===== config.mk =====
export PLATFORM = sky130hd
export DESIGN_NAME = lsws_cell
export DESIGN_NICKNAME = d
export VERILOG_FILES = /design/src/rtl/lsws_pkg.sv /design/src/rtl/lsws_cell.sv
export SDC_FILE = /design/constraint.sdc
export NUM_CORES = 1
export LEC_CHECK = 0
export ABC_AREA = 0
export BUFFER_PORTS_ARGS = -buffer_cell sky130_fd_sc_hd__buf_2
export CAP_MARGIN = 20
export CORE_MARGIN = 3
export CORE_UTILIZATION = 36
export DETAILED_ROUTE_END_ITERATION = 8
export PLACE_DENSITY = 0.76
export SETUP_SLACK_MARGIN = 0.2
export SYNTH_ARGS = -nofsm -noshare
export SYNTH_HDL_FRONTEND = slang
export SYNTH_SLANG_ARGS = --single-unit

===== constraint.sdc =====
create_clock -name clk_i -period 1.2 [get_ports clk_i]
set_clock_uncertainty 0.05 [all_clocks]
set_input_delay 0.3 -clock clk_i [delete_from_list [all_inputs] [get_ports clk_i]]
set_output_delay 0.3 -clock clk_i [all_outputs]
set_load 0.02 [all_outputs]

===== src/rtl/lsws_pkg.sv =====
package lsws_pkg;

  localparam int unsigned DataW  = 32;
  localparam int unsigned DepthW = 7;
  localparam int unsigned PosW   = 6;

  typedef enum logic [1:0] {
    CMD_PUSH   = 2'd0,
    CMD_POP    = 2'd1,
    CMD_SEARCH = 2'd2,
    CMD_NOP    = 2'd3
  } lsws_cmd_e;

  typedef enum logic [1:0] {
    STAT_OK    = 2'd0,
    STAT_EMPTY = 2'd1,
    STAT_FULL  = 2'd2
  } lsws_status_e;

  typedef enum logic {
    S_IDLE,
    S_SEARCH
  } lsws_state_e;

  typedef struct packed {
    lsws_cmd_e               command;
    logic signed [DataW-1:0] value;
  } lsws_req_t;

  typedef struct packed {
    logic signed [DataW-1:0] top_value;
    logic [DepthW-1:0]       depth;
    logic                    found;
    logic [PosW-1:0]         found_position;
    lsws_status_e            status;
  } lsws_rsp_t;

  typedef struct packed {
    logic push;
    logic pop;
  } lsws_shift_t;

endpackage


===== src/rtl/lsws_cell.sv =====
module lsws_cell import lsws_pkg::*; (
  input  logic                    clk_i,
  input  logic                    rst_ni,
  input  lsws_shift_t             shift_i,
  input  logic signed [DataW-1:0] above_i,
  input  logic signed [DataW-1:0] below_i,
  input  logic signed [DataW-1:0] key_i,
  input  logic                    live_i,
  output logic signed [DataW-1:0] data_o,
  output logic                    match_o
);

  logic signed [DataW-1:0] data_q, data_d;
  logic                    match_q, match_d;

  always_comb begin
    data_d = data_q;
    if (shift_i.push) begin
      data_d = above_i;
    end else if (shift_i.pop) begin
      data_d = below_i;
    end
  end

  assign match_d = live_i && (data_q == key_i);

  always_ff @(posedge clk_i) begin
    data_q <= data_d;
  end

  always_ff @(posedge clk_i or negedge rst_ni) begin
    if (!rst_ni) begin
      match_q <= 1'b0;
    end else begin
      match_q <= match_d;
    end
  end

  assign data_o  = data_q;
  assign match_o = match_q;

endmodule


==> flow_summary.json <==
{
  "outcome": "finished with violations",
  "violations": "negative setup slack",
  "initial_utilization_pct": 38.4,
  "drive_gt1_share_pct": 71.8,
  "antenna_cells": 0,
  "synth_flop_cell": "edfxtp_1",
  "yosysSeqAreaShare_pct": 57.1,
  "row_count": 24,
  "path_class": "flop to flop",
  "cap_violations": 0,
  "reg2regPathDepth": 4,
  "start_kind": "flop",
  "worst_hold_path_type": "input pin to flop",
  "syn_inst": 114,
  "synth_area_leaders": "edfxtp_1, mux2_2, xor2_1",
  "clock_latency_ns": 0.28,
  "antenna_found_initial": 0,
  "die-area_um2": 5670,
  "gr-total-overflow": 0,
  "crit_start": "data_o[1]",
  "power_frac_comb_pct": 31.1,
  "vias_per_cell": 4.74,
  "switching_share_pct": 27.8,
  "end_kind": "flop",
  "synthArstFlopShare_pct": 3.03,
  "core_um2": 4500,
  "synth.avg_cell_area_um2": 15.2,
  "seq_power_share_pct": 45.7,
  "cp_data_required_time_ns": 1.36,
  "place_congestion": 0.753,
  "drt_wl_total_mm": 5.33,
  "cts-root-buf": "clkbuf_8",
  "r2r-start": "data_o[1]",
  "die_w_um": 75.3,
  "p_int_mw": 2.41,
  "hold_depth": 2,
  "path_max_fanout": 2,
  "setup-tns-final_ns": -1.19,
  "floorplan.die.height_um": 75.3,
  "hold_viol": 0,
  "switchingPower_mw": 0.928,
  "clock-sinks": 33,
  "synthTopCellsByCount": "edfxtp_1, mux2_2, xor2_1, nor4_1, buf_2",
  "min_period_ns": 1.37,
  "grt_max_degree": 17,
  "grt_pass1_vias": 1539,
  "cts_tree": "yes",
  "dpl.hpwl_mm": 3.96,
  "synth_edf_count": 32,
  "power_density_nw_per_um2": 1100,
  "fin_area_um2": 3030,
  "io_pins": 134,
  "ys_types": 12,
  "syn-cell-area_um2": 1730,
  "num-fill-cells": 342,
  "drc": 0,
  "period_share_pct": 114,
  "num_vias": 1508,
  "min-delay-start": "above_i[12]",
  "drt_iter0_drc": 51,
  "dpl_cell_area_um2": 2630,
  "htree_levels": 2,
  "finalWorstSetupSlack_ns": -0.166,
  "fin_nets": 366,
  "dr.pass1.iters": 4,
  "setup_viol": 29,
  "numCtsBuffers": 5,
  "synth_top_area_cell": "edfxtp_1",
  "port_buffers": 133,
  "wl_per_cell_um": 16.8,
  "drv_slew": 0,
  "clock_power_share_pct": 23.2,
  "cts_buffer_depth": 2,
  "fmax_mhz": 732,
  "synth_nets": 215,
  "tightest_slew_ns": 0.289,
  "ys_warn_count": 0,
  "grt_pass1_wl_mm": 6.98,
  "peakVddDrop_v": 0.000643,
  "arrival_ns": 1.52,
  "grt_use_total_pct": 17.0,
  "drtAntennaViolNets": 0,
  "yosysTopAreaCellShare_pct": 55.6,
  "rsz0062_at_grt": "true",
  "pre_cts_ws_ns": -0.275,
  "clkTransAtPathRegs_ns": 0.07,
  "p_leak_nw": 1.47,
  "slew_headroom_pct": 80.6,
  "syn2layout_area_growth_pct": 75.6,
  "ys_seq_elements": 33
}
==> registers in the layout, indices dropped and copies added (netlist names) <==
name / count
match_o: 1
data_o: 32
==> layout make-up <==
cell class	instances	area [um2]	area share, %
clock buffer	5	68.8	2.27
clock inverter	3	12.5	0.412
multi-input combinational	78	878	28.9
sequential	33	986	32.5
tap	52	65.1	2.14
timing repair buffer	147	1020	33.7
==> worst max-delay path, stage by stage (launching register included) <==
cell and delay [ns]:
edfxtp_1 0.42, xor2_1 0.18, nor4_2 0.34, nand4_1 0.18, nor3_2 0.12
==> placed cells by master, fill, tap and decap left out, drive strengths merged, types with 2 or more instances in the layout <==
| master | n |
|---|---|
| buf | 146 |
| mux2 | 32 |
| edfxtp | 32 |
| xor2 | 31 |
| nor4 | 7 |
| clkbuf | 5 |
| clkinv | 3 |
| nand3 | 2 |
| or2 | 2 |
| nor3 | 2 |
==> final timing paths <==
check                             endpoint  slack, ns
worst max-delay path               match_o      -0.17
worst min-delay path            data_o[12]       0.26
worst max register to register     match_o      -0.17
worst min register to register     match_o       0.71
max in group asynchronous          match_o       0.70
min in group asynchronous          match_o       0.32
==> layer usage <==
metal,wire (um),global-route usage (%)
met3,398,3.20
met1,1760,17.1
met2,3130,33.9
met5,0,0
met4,48,6.41
==> per-stage QoR <==
| step | hold WS [ns] | power [mW] | instances | utilization, % |
|---|---|---|---|---|
| 2_1_floorplan | -0.0456 | 1.99 | 114 | - |
| 3_3_place_gp | 0.0261 | 2.32 | 303 | 58.5 |
| 3_5_place_dp | 0.0268 | 2.35 | 303 | 58.5 |
| 4_1_cts | 0.250 | 3.33 | 317 | 66.4 |
| 5_1_grt | 0.251 | 3.49 | 318 | 67.4 |
| 6_report | 0.264 | 3.33 | 318 | 67.4 |
==> cells by family after synthesis <==
| kind of cell | after synthesis | synth area share (%) |
|---|---|---|
| buf+inv | 4 | 1.16 |
| xor+xnor | 32 | 16.2 |
| mux | 32 | 20.9 |
| flops | 33 | 57.1 |
| simple gates | 13 | 4.71 |
==> power groups by stage <==
stage | combinational, mW | sequential (mW) | clock [mW]
floorplan | 0.319 | 1.67 | 0
global placement | 0.809 | 1.52 | 0
detailed placement | 0.826 | 1.52 | 0
CTS | 1.01 | 1.52 | 0.806
global route | 1.10 | 1.53 | 0.853
finish | 1.04 | 1.52 | 0.774
==> what timing repair did <==
| action | in CTS | in global routing |
|---|---|---|
| pin swaps | 2 | 2 |
| setup endpoints to repair | 92 | 34 |
| hold buffers | 1 | 0 |
| gates cloned | 2 | 0 |
| buffers inserted | 3 | 1 |
| endpoints found under the hold margin | 1 | 0 |
| gates resized for setup | 66 | 9 |
Power figures use the tool's default switching activity.
